<file path="src/hw/rtl/trt_pkg.sv">
// ----------------------------------------------------------------------------
// trt_pkg
// Types and constants shared by the range table controller, datapath and
// checker.
// ----------------------------------------------------------------------------
`default_nettype none

package trt_pkg;

   localparam int FUNC_W     = 3;
   localparam int SYM_BITS   = 8;
   localparam int FREQ_W     = 13;
   localparam int ST_W       = 12;
   localparam int VAL_W      = 13;
   localparam int OFF_W      = 13;
   localparam int STAT_W     = 2;
   localparam int REQ_DATA_W = 40;
   localparam int RSP_DATA_W = 40;

   typedef enum logic [FUNC_W-1:0] {
      FN_LOAD   = 3'd0,
      FN_INDEX  = 3'd1,
      FN_POS    = 3'd2,
      FN_BITS   = 3'd3,
      FN_SYMBOL = 3'd4,
      FN_START  = 3'd5
   } func_type;

   typedef enum logic [STAT_W-1:0] {
      ST_OK       = 2'd0,
      ST_ABSENT   = 2'd1,
      ST_RANGE    = 2'd2,
      ST_OVERFLOW = 2'd3
   } status_type;

   typedef enum logic [2:0] {
      VS_ZERO,
      VS_TOTAL,
      VS_INDEX,
      VS_POS,
      VS_BITS,
      VS_FREQ,
      VS_START
   } vsel_type;

   typedef struct packed {
      logic       capture;
      logic       new_table;
      logic       load_write;
      logic       fill_step;
      logic       walk_init;
      logic       div_init;
      logic       div_step;
      logic       walk_adv;
      logic       log_step;
      logic       finish;
      logic       total_add;
      logic       close;
      vsel_type   vsel;
      status_type status;
      logic       off_en;
      logic       sym_en;
   } cmd_type;

   typedef struct packed {
      func_type func;
      logic     last;
      logic     sym_range;
      logic     sym_ok;
      logic     ovf;
      logic     freq_zero;
      logic     closed;
      logic     st_lt_start;
      logic     tgt_gt_f;
      logic     tgt_ge_f;
      logic     st_past;
      logic     walk_done;
      logic     hit;
      logic     div_last;
      logic     log_done;
      logic     fill_last;
   } stat_type;

endpackage

`default_nettype wire

</file>
<file path="src/hw/rtl/trt_ctrl.sv">
// ----------------------------------------------------------------------------
// trt_ctrl
// Range table controller: sequences loads, range walks, divisions and the
// result handshake.
// ----------------------------------------------------------------------------
`default_nettype none

module trt_ctrl (
   input  wire logic              clock,
   input  wire logic              reset,
   input  wire logic              req_tvalid,
   output logic                   req_tready,
   output logic                   rsp_tvalid,
   input  wire logic              rsp_tready,
   input  wire trt_pkg::stat_type stat,
   output trt_pkg::cmd_type       cmd
);

   import trt_pkg::*;

   typedef enum logic [3:0] {
      S_IDLE,
      S_LOOKUP,
      S_DISPATCH,
      S_FILL,
      S_WALK,
      S_DIV,
      S_STEP,
      S_FDIV,
      S_LOG,
      S_SYMW,
      S_OUT
   } state_type;

   state_type  state_ff, state_in;
   vsel_type   vsel_ff, vsel_in;
   status_type stat_ff, stat_in;
   logic       off_en_ff, off_en_in;
   logic       sym_en_ff, sym_en_in;
   logic       total_add_ff, total_add_in;
   logic       close_ff, close_in;
   logic       rsp_tvalid_ff, rsp_tvalid_in;

   always_comb begin
      state_in      = state_ff;
      vsel_in       = vsel_ff;
      stat_in       = stat_ff;
      off_en_in     = off_en_ff;
      sym_en_in     = sym_en_ff;
      total_add_in  = total_add_ff;
      close_in      = close_ff;
      rsp_tvalid_in = rsp_tvalid_ff && !rsp_tready;
      req_tready    = 1'b0;
      cmd           = '0;
      cmd.vsel      = vsel_ff;
      cmd.status    = stat_ff;
      cmd.off_en    = off_en_ff;
      cmd.sym_en    = sym_en_ff;
      cmd.total_add = total_add_ff;
      cmd.close     = close_ff;

      unique case (state_ff)
         S_IDLE: begin
            req_tready   = 1'b1;
            off_en_in    = 1'b0;
            sym_en_in    = 1'b0;
            total_add_in = 1'b0;
            close_in     = 1'b0;
            if (req_tvalid) begin
               cmd.capture = 1'b1;
               state_in    = S_LOOKUP;
            end
         end
         S_LOOKUP: begin
            cmd.new_table = (stat.func == FN_LOAD) && stat.closed;
            state_in      = S_DISPATCH;
         end
         S_DISPATCH: begin
            state_in = S_OUT;
            vsel_in  = VS_ZERO;
            stat_in  = ST_OK;
            unique case (stat.func)
               FN_LOAD: begin
                  close_in = stat.last;
                  priority if (!stat.sym_range) begin
                     stat_in = ST_ABSENT;
                  end else if (stat.ovf) begin
                     vsel_in = VS_TOTAL;
                     stat_in = ST_OVERFLOW;
                  end else if (stat.freq_zero) begin
                     vsel_in = VS_TOTAL;
                  end else begin
                     vsel_in        = VS_TOTAL;
                     total_add_in   = 1'b1;
                     cmd.load_write = 1'b1;
                     state_in       = S_FILL;
                  end
               end
               FN_INDEX: begin
                  if (!stat.sym_ok) begin
                     stat_in = ST_ABSENT;
                  end else begin
                     cmd.walk_init = 1'b1;
                     state_in      = S_WALK;
                  end
               end
               FN_POS: begin
                  priority if (!stat.sym_ok) begin
                     stat_in = ST_ABSENT;
                  end else if (stat.st_lt_start || stat.tgt_gt_f) begin
                     stat_in = ST_RANGE;
                  end else begin
                     cmd.walk_init = 1'b1;
                     state_in      = S_WALK;
                  end
               end
               FN_BITS: begin
                  priority if (!stat.sym_ok) begin
                     stat_in = ST_ABSENT;
                  end else if (stat.st_lt_start || stat.tgt_ge_f) begin
                     stat_in = ST_RANGE;
                  end else begin
                     cmd.walk_init = 1'b1;
                     state_in      = S_WALK;
                  end
               end
               FN_SYMBOL: begin
                  if (stat.st_past) begin
                     stat_in = ST_RANGE;
                  end else begin
                     vsel_in   = VS_FREQ;
                     sym_en_in = 1'b1;
                     state_in  = S_SYMW;
                  end
               end
               FN_START: begin
                  vsel_in = VS_START;
                  stat_in = stat.sym_ok ? ST_OK : ST_ABSENT;
               end
               default: begin
                  vsel_in = VS_ZERO;
               end
            endcase
         end
         S_FILL: begin
            cmd.fill_step = 1'b1;
            if (stat.fill_last) begin
               state_in = S_OUT;
            end
         end
         S_WALK: begin
            if (stat.walk_done) begin
               priority if (stat.func == FN_BITS) begin
                  cmd.div_init = 1'b1;
                  state_in     = S_FDIV;
               end else if (stat.func == FN_INDEX) begin
                  vsel_in   = VS_INDEX;
                  stat_in   = ST_RANGE;
                  off_en_in = 1'b1;
                  state_in  = S_OUT;
               end else begin
                  vsel_in  = VS_POS;
                  stat_in  = ST_OK;
                  state_in = S_OUT;
               end
            end else begin
               cmd.div_init = 1'b1;
               state_in     = S_DIV;
            end
         end
         S_DIV: begin
            cmd.div_step = 1'b1;
            if (stat.div_last) begin
               state_in = S_STEP;
            end
         end
         S_STEP: begin
            if ((stat.func == FN_INDEX) && stat.hit) begin
               vsel_in   = VS_INDEX;
               stat_in   = ST_OK;
               off_en_in = 1'b1;
               state_in  = S_OUT;
            end else begin
               cmd.walk_adv = 1'b1;
               state_in     = S_WALK;
            end
         end
         S_FDIV: begin
            cmd.div_step = 1'b1;
            if (stat.div_last) begin
               state_in = S_LOG;
            end
         end
         S_LOG: begin
            if (stat.log_done) begin
               vsel_in  = VS_BITS;
               stat_in  = ST_OK;
               state_in = S_OUT;
            end else begin
               cmd.log_step = 1'b1;
            end
         end
         S_SYMW: begin
            state_in = S_OUT;
         end
         S_OUT: begin
            if (!rsp_tvalid_ff || rsp_tready) begin
               cmd.finish    = 1'b1;
               rsp_tvalid_in = 1'b1;
               state_in      = S_IDLE;
            end
         end
         default: begin
            state_in = S_IDLE;
         end
      endcase
   end

   always_ff @(posedge clock) begin
      if (reset) begin
         state_ff      <= S_IDLE;
         vsel_ff       <= VS_ZERO;
         stat_ff       <= ST_OK;
         off_en_ff     <= 1'b0;
         sym_en_ff     <= 1'b0;
         total_add_ff  <= 1'b0;
         close_ff      <= 1'b0;
         rsp_tvalid_ff <= 1'b0;
      end else begin
         state_ff      <= state_in;
         vsel_ff       <= vsel_in;
         stat_ff       <= stat_in;
         off_en_ff     <= off_en_in;
         sym_en_ff     <= sym_en_in;
         total_add_ff  <= total_add_in;
         close_ff      <= close_in;
         rsp_tvalid_ff <= rsp_tvalid_in;
      end
   end

   assign rsp_tvalid = rsp_tvalid_ff;

endmodule

`default_nettype wire

</file>
<file path="config.mk">
export PLATFORM = sky130hd
export DESIGN_NAME = trt_ctrl
export DESIGN_NICKNAME = d
export VERILOG_FILES = /design/src/hw/rtl/trt_pkg.sv /design/src/hw/rtl/trt_ctrl.sv
export SDC_FILE = /design/constraint.sdc
export NUM_CORES = 1
export LEC_CHECK = 0
export ABC_AREA = 1
export BUFFER_PORTS_ARGS = -buffer_cell sky130_fd_sc_hd__buf_2
export CAP_MARGIN = 20
export CORE_MARGIN = 4
export CORE_UTILIZATION = 40
export DETAILED_ROUTE_END_ITERATION = 10
export PLACE_DENSITY = 0.64
export SLEW_MARGIN = 20
export SYNTH_ARGS = -nofsm -noshare
export SYNTH_HDL_FRONTEND = slang
export SYNTH_SLANG_ARGS = --single-unit
</file>
<file path="constraint.sdc">
create_clock -name clock -period 1.8 [get_ports clock]
set_clock_uncertainty 0.2 [all_clocks]
set_input_delay 0.18 -clock clock [delete_from_list [all_inputs] [get_ports clock]]
set_output_delay 0.18 -clock clock [all_outputs]
set_load 0.02 [all_outputs]
</file>
**After elaboration in Yosys (flattened, before gate mapping)**

Cells that the tools add are included.

- Eq/ne operators: 31
- Multiplexer cells: 88
- Reductions and logical operators: 21

Operator list:

| operator | number |
|---|---|
| 4-bit two-way mux | 17 |
| 4-bit case mux with 11 select lines | 1 |
| 1-bit two-way mux | 42 |
| 2-bit inequality test (second input constant) | 15 |
| 2-bit two-way mux | 13 |
| 4-bit case mux with 5 select lines | 1 |
| 4-bit by 3-bit == test with 1-bit output (second input constant) | 4 |
| 3-bit two-way mux | 5 |
| 5-bit AND reduction | 3 |
| 4-bit == test (second input constant) | 3 |
| 3-bit case mux with 4 select lines | 1 |
| 2-bit case mux with 5 select lines | 1 |
| 3-bit case mux with 3 select lines | 1 |
| 4-bit by 2-bit == test with 1-bit output (second input constant) | 2 |
| 2-bit case mux with 4 select lines | 1 |
| 3-bit by 2-bit == test with 1-bit output (second input constant) | 2 |
| 3-bit == test (second input constant) | 2 |
| 1-bit case mux with 2 select lines | 3 |
| 1-bit case mux with 3 select lines | 2 |
| 6-bit AND reduction | 1 |
| 4-bit by 1-bit == test with 1-bit output (second input constant) | 1 |
| 4-bit logical NOT | 1 |
| 4-bit nonzero test | 1 |
| 2-bit OR reduction | 2 |
| other kinds (10) | 15 |

- Bits in registers: 14
- Output and inout port bits: 21

**Depth between registers and ports, before layout**

Gate-level depths: netlist of the first run.

- Depth after elaboration: 5
- Depth in mapped cells: 12

**Worst setup path after synthesis of the first run**

Ideal clock, no wire load.

- Path type: register -> register
- From: register state_ff[2]
- To: register state_ff[0]
- Setup time: 71 ps
- Data arrival time: 1331 ps
- Setup slack: 198 ps
- Cell stages (with the launch flop): 10
- Path buffers: 0
- Path through: dfxtp_1 > nor2_2 > inv_2 > nor2_8 > nand3_2 > nor2_2 > inv_1 > nand4_1 > nand2_1 > a21oi_1

- Cells in the longest elaborated chain, start to end: 3

Ends and longest elaborated chain:

| element | RTL line | RTL |
|---|---|---|
| from (decl) | trt_ctrl.sv:35 | `state_type state_ff, state_in;` |
| from (signal assigned) | trt_ctrl.sv:230 | `state_ff <= state_in;` |
| 4-bit == test (tied with other cells) | trt_ctrl.sv:62 | `unique case (state_ff)` |
| 2-bit inequality test (no source line) | - |  |
| 6-bit AND reduction (no source line) | - |  |

Several ways; a longest one is shown, not always the timed one.
A chain may end at the register's enable or synchronous reset.

==> results of run 1 <==
[sequential cells by signal (all words and copies together) (netlist names)]
| signal | count |
|---|---|
| close_ff | 1 |
| off_en_ff | 1 |
| rsp_tvalid | 1 |
| stat_ff | 2 |
| state_ff | 4 |
| sym_en_ff | 1 |
| total_add_ff | 1 |
| vsel_ff | 3 |
[synthesized netlist by cell type, drive strengths merged]
library cell and number:
nor2 33, nand2 48, nor3 1, dfxtp 14, a211oi 2, inv 26, a21boi 1, a21oi 16
nand4 2, nand3 15, a31oi 1, o21ai 16, buf 7, o31ai 1, o22ai 2, clkbuf 1
or2 1
[through the flow]
step	hold WS, ns	power, mW
floorplan	0.125	1.20
global placement	0.254	1.43
detailed placement	0.250	1.43
CTS	0.0972	1.70
global route	0.121	1.92
finish	0.111	1.76
[worst max-delay path, cell delays in order (launching register included)]
cell and delay (ns):
dfxtp_4 0.38, nor2_4 0.16, inv_4 0.07, nor2_8 0.16, nand3_2 0.09, nor2_2 0.16
buf_6 0.14
[cell usage in the layout (no fill, tap or decap), drive strengths merged]
| cell type | n |
|---|---|
| nand2 | 48 |
| o21ai | 16 |
| nand4 | 2 |
| a21oi | 16 |
| dlygate4sd3 | 4 |
| nor3 | 1 |
| a21boi | 1 |
| inv | 26 |
| dfxtp | 14 |
| nand3 | 15 |
| o22ai | 2 |
| a31oi | 1 |
| o31ai | 1 |
| buf | 48 |
| clkbuf | 4 |
| a211oi | 2 |
| or2 | 1 |
| nor2 | 34 |
[layout make-up]
type	count	area, sq um
timing repair buffer	52	307
tap	31	38.8
multi-input combinational	140	772
sequential	14	293
inverter	26	103
clock buffer	4	36.3
fill	279	1230
[final timing paths]
path / end / startpoint / slack [ns] / depth (start not counted)
setup / recovery: cmd[16] / state_ff[2] / -0.02 / 6
hold / removal: sym_en_ff / stat[5] / 0.11 / 4
hold reg to reg: sym_en_ff / sym_en_ff / 0.26 / 2
setup reg to reg: state_ff[0] / state_ff[2] / 0.11 / 10
[what timing repair did]
item,CTS,global route
cloned,0,1
hold endpoints to repair,6,0
setup buffers,0,5
setup endpoints to repair,6,8
gates resized for setup,7,10
pin swaps,1,5
hold buffers,4,0
[metal layers]
metal	vias to the layer above	global-route usage	share of wire
met5	-	0	0
met4	0	0.0379	0.015
met2	31	0.288	0.51
met1	603	0.194	0.42
li1	705	-	-
met3	9	0.0468	0.051
[cell families after synthesis]
| group | synth area share |
|---|---|
| simple gates | 0.430 |
| flops | 0.238 |
| buf+inv | 0.129 |
| compound gates | 0.203 |
[power by group through the flow]
stage               Clock [mW]  Combinational (mW)  Sequential, mW
finish                   0.227                1.05           0.485
detailed placement           0               0.956           0.474
global placement             0               0.959           0.474
global route             0.252                1.16           0.502
CTS                      0.235               0.977           0.483
floorplan                    0               0.714           0.490
==> impl_metrics.py, run 1 <==
metrics = {
    "logic_synthesis": {
        "synth_top_cell_by_area": "dfxtp_1",
        "synth_nets": 209,
        "synth_seq_cells": 14,
        "synth_cell_type_count": 32,
        "yosysSeqAreaShare": 0.238,
        "yosys.area.top_type_share": 0.238,
        "synth_area_per_cell_sq_um": 6.29,
        "synth-warning-count": 0,
        "syn_area_sq_mm": 0.00118,
        "synth_area_leaders": "dfxtp_1 (24%), nand2_1 (13%), nor2_1 (7.7%)",
        "netlist_instances": 187,
    },
    "sta": {
        "rsz0062_at_grt": "true",
        "relSlewSlack": 0.745,
        "setup_viol": 1,
        "fin_crit_sh": 1.01,
        "fmax_mhz": 548,
        "worst_slack_ns": -0.0248,
        "final-hold-violation-count": 0,
        "slew_violations": 0,
        "tightest_slew_ns": 0.381,
        "setup_tns_ns": -0.0248,
        "timing.final.crit_period_ns": 1.82,
    },
    "detailed_routing": {
        "remaining_drc_errors": 0,
        "via_count": 1348,
        "viasPerCell": 5.05,
        "drt_iter0_markers": 19,
        "ant_nets": 0,
        "wl_mm": 3.29,
        "drt_pass1_iterations": 4,
        "wl_per_cell_microns": 12.3,
    },
    "global_routing": {
        "grt_pass1_wl_mm": 5.36,
        "antenna_found_initial": 0,
        "grt_max_degree": 11,
        "grt_pass1_vias": 1213,
        "grt.total_usage": 0.164,
        "overflow": 0,
    },
    "die": {
        "num_rows": 19,
        "dieWidth_microns": 62.2,
        "dieArea_sq_mm": 0.00387,
        "io_pins": 43,
        "die_h_microns": 62.2,
        "fp.coreArea_sq_mm": 0.00278,
        "initial_core_util": 0.423,
    },
    "placed_design": {
        "dpl_cell_area_sq_mm": 0.00138,
        "gp_congestion": 0.835,
        "dp_hpwl_mm": 2.62,
        "portBuffers": 42,
        "dp_cells": 253,
        "place_ws_ns": 0.0477,
    },
    "outcome": {
        "violations": "negative setup slack",
        "outcome": "finished with violations",
    },
    "cts": {
        "cts_num_sinks": 14,
        "cts_made_buffers": 3,
        "cts_tree": "done",
        "clock_tree.root_cell": "clkbuf_4",
        "clk_latency_ns": 0.28,
        "clockBufferDepth": 2,
        "cts.htree.levels": 1,
        "clk_pin_slew_worst_paths_ns": 0.09,
    },
    "power_and_ir_drop": {
        "clockPowerShare": 0.129,
        "internal-power_mw": 0.928,
        "ir_drop_v": 0.00122,
        "leakage_nw": 0.813,
        "powerDensity_mw_per_mm2": 1140,
        "sw_frac_of_total": 0.474,
        "seqPwrFrac": 0.275,
        "power_switching_mw": 0.837,
        "pwr-share-comb": 0.596,
    },
    "cells_and_area": {
        "nNetsFinal": 259,
        "syn2layout_area_growth_pct": 31.7,
        "design_area_sq_mm": 0.00155,
        "final_util": 0.557,
        "drive_gt1_frac": 0.386,
        "antenna_cells": 0,
        "layout.cells.non_filler": 267,
    },
    "worst_setup_path": {
        "crit_fanout": 7,
        "worstSetupStartpointType": "flop",
        "path_class": "flop to output pin",
        "required_ns": 1.42,
        "worstPathArrival_ns": 1.44,
        "endpoint_kind": "output pin",
    },
    "run": {
        "maxCapViolCount": 0,
    },
    "worst_hold_path": {
        "worstHoldPathType": "input port to flop",
    },
}
Note: power is estimated with default switching activity, not from simulation.
==> run 2, diff against run 1 <==
--- a/config.mk
+++ b/config.mk
@@ -12,6 +12,7 @@
 export CORE_UTILIZATION = 40
 export DETAILED_ROUTE_END_ITERATION = 10
 export PLACE_DENSITY = 0.64
+export SETUP_SLACK_MARGIN = 0.02
 export SLEW_MARGIN = 20
 export SYNTH_ARGS = -nofsm -noshare
 export SYNTH_HDL_FRONTEND = slang
==> run 2 against run 1 <==
Compared with the run above:
- the flow still finishes with violations (negative setup slack)
- worst setup slack worse by 0.0032 ns
- global-route usage is the same
- cell count is 0.75% lower
- via count decreased by 0.52%
- hold slack lost 0.00051 ns
- routed wire length is 0.70% lower
- total power is 2.0% lower
- non-clock buffer count is 1 lower
==> impl_metrics.py, run 2 (synthesis gave the netlist of run 1 again) <==
metrics = {
    "detailed_routing": {
        "ant_nets": 0,
        "drt_iter0_markers": 23,
        "wl_mm": 3.26,
        "wl_per_cell_microns": 12.3,
        "drt_pass1_iterations": 4,
        "remaining_drc_errors": 0,
        "via_count": 1341,
        "viasPerCell": 5.06,
    },
    "cts": {
        "clock_tree.root_cell": "clkbuf_4",
        "cts.htree.levels": 1,
        "cts_tree": "done",
        "clk_pin_slew_worst_paths_ns": 0.09,
        "cts_made_buffers": 3,
        "clockBufferDepth": 2,
        "clk_latency_ns": 0.28,
        "cts_num_sinks": 14,
    },
    "sta": {
        "holdWs_ns": 0.110,
        "slew_violations": 0,
        "final-hold-violation-count": 0,
        "setup_viol": 1,
        "tightest_slew_ns": 0.379,
        "worst_slack_ns": -0.0280,
        "timing.final.crit_period_ns": 1.83,
        "relSlewSlack": 0.746,
        "fmax_mhz": 547,
        "fin_crit_sh": 1.02,
        "rsz0062_at_grt": "true",
    },
    "cells_and_area": {
        "drive_gt1_frac": 0.376,
        "final_common_cell": "nand2_1",
        "design_area_sq_mm": 0.00154,
        "nNetsFinal": 257,
        "fillers": 282,
        "layout_common_cells": "nand2_1 (40), buf_2 (37), nor2_1 (24)",
        "largest_reg_flops": 4,
        "layout.cells.non_filler": 265,
        "reg.largest.list": "state_ff (4), vsel_ff (3), stat_ff (2)",
        "antenna_cells": 0,
        "syn2layout_area_growth_pct": 30.5,
        "regMostFlops": "state_ff",
    },
    "placed_design": {
        "dpl_cell_area_sq_mm": 0.00138,
        "dp_hpwl_mm": 2.62,
        "gp_congestion": 0.835,
        "place_ws_ns": 0.0477,
        "portBuffers": 42,
        "dp_cells": 253,
    },
    "global_routing": {
        "grt_pass1_wl_mm": 5.36,
        "overflow": 0,
        "grt_max_degree": 11,
        "grt_pass1_vias": 1213,
        "grt.total_usage": 0.164,
        "antenna_found_initial": 0,
    },
    "power_and_ir_drop": {
        "ir_drop_v": 0.00120,
        "powerDensity_mw_per_mm2": 1130,
        "p_total_mw": 1.73,
        "leakage_nw": 0.806,
    },
    "worst_hold_path": {
        "worstHoldPathType": "input port to flop",
    },
    "outcome": {
        "outcome": "finished with violations",
        "violations": "negative setup slack",
    },
    "die": {
        "dieWidth_microns": 62.2,
        "die_h_microns": 62.2,
        "io_pins": 43,
        "initial_core_util": 0.423,
        "dieArea_sq_mm": 0.00387,
        "fp.coreArea_sq_mm": 0.00278,
        "num_rows": 19,
    },
    "worst_setup_path": {
        "required_ns": 1.42,
        "worstPathArrival_ns": 1.45,
        "crit_fanout": 7,
        "path_class": "flop to output pin",
        "worstSetupStartpointType": "flop",
        "endpoint_kind": "output pin",
        "reg2reg_slack_ns": 0.10,
    },
    "run": {
        "maxCapViolCount": 0,
    },
}
==> run 2: final cells by class <==
| type | count | area [sq um] | area share |
|---|---|---|---|
| Multi-Input combinational cell | 139 | 758 | 0.494 |
| Timing Repair Buffer | 51 | 304 | 0.198 |
| Sequential cell | 14 | 293 | 0.191 |
| Inverter | 26 | 105 | 0.0685 |
| Tap cell | 31 | 38.8 | 0.0253 |
| Clock buffer | 4 | 36.3 | 0.0236 |
==> run 2: path summary, 6_finish.rpt <==
path	startpoint	end	cells past startpoint
setup / recovery	state_ff[2]	cmd[16]	6
hold / removal	stat[5]	sym_en_ff	4
setup reg to reg	state_ff[2]	state_ff[0]	10
hold reg to reg	sym_en_ff	sym_en_ff	2
==> run 2: power by group <==
part	internal (mW)	switching (mW)
Sequential	0.398	0.0880
Combinational	0.388	0.629
Clock	0.123	0.104
Total	0.908	0.822
==> run 2: worst max-delay path, cell delays in order, from the launching register on <==
cell,delay [ns]
dfxtp_4,0.38
nor2_4,0.16
inv_4,0.07
nor2_8,0.16
nand3_2,0.09
nor2_2,0.16
buf_6,0.14
==> run 2: repair_timing <==
item,4_1_cts,5_1_grt
hold buffers,4,0
endpoints found under the hold margin,6,0
resized for setup,8,11
setup endpoints to repair,8,10
pin swaps,1,4
buffers inserted,0,4
==> run 2: metal layers <==
| layer | wire [microns] | vias up | global-route usage |
|---|---|---|---|
| met5 | 0 | - | 0 |
| met4 | 53 | 0 | 0.0379 |
| met3 | 182 | 10 | 0.0468 |
| met2 | 1640 | 30 | 0.288 |
| met1 | 1380 | 605 | 0.194 |
| li1 | - | 696 | - |
==> run 2: through the flow <==
stage               setup TNS, ns  utilization
global placement                0        0.496
floorplan                       0            -
detailed placement              0        0.496
CTS                             0        0.530
finish                    -0.0280        0.552
global route               -0.309        0.552
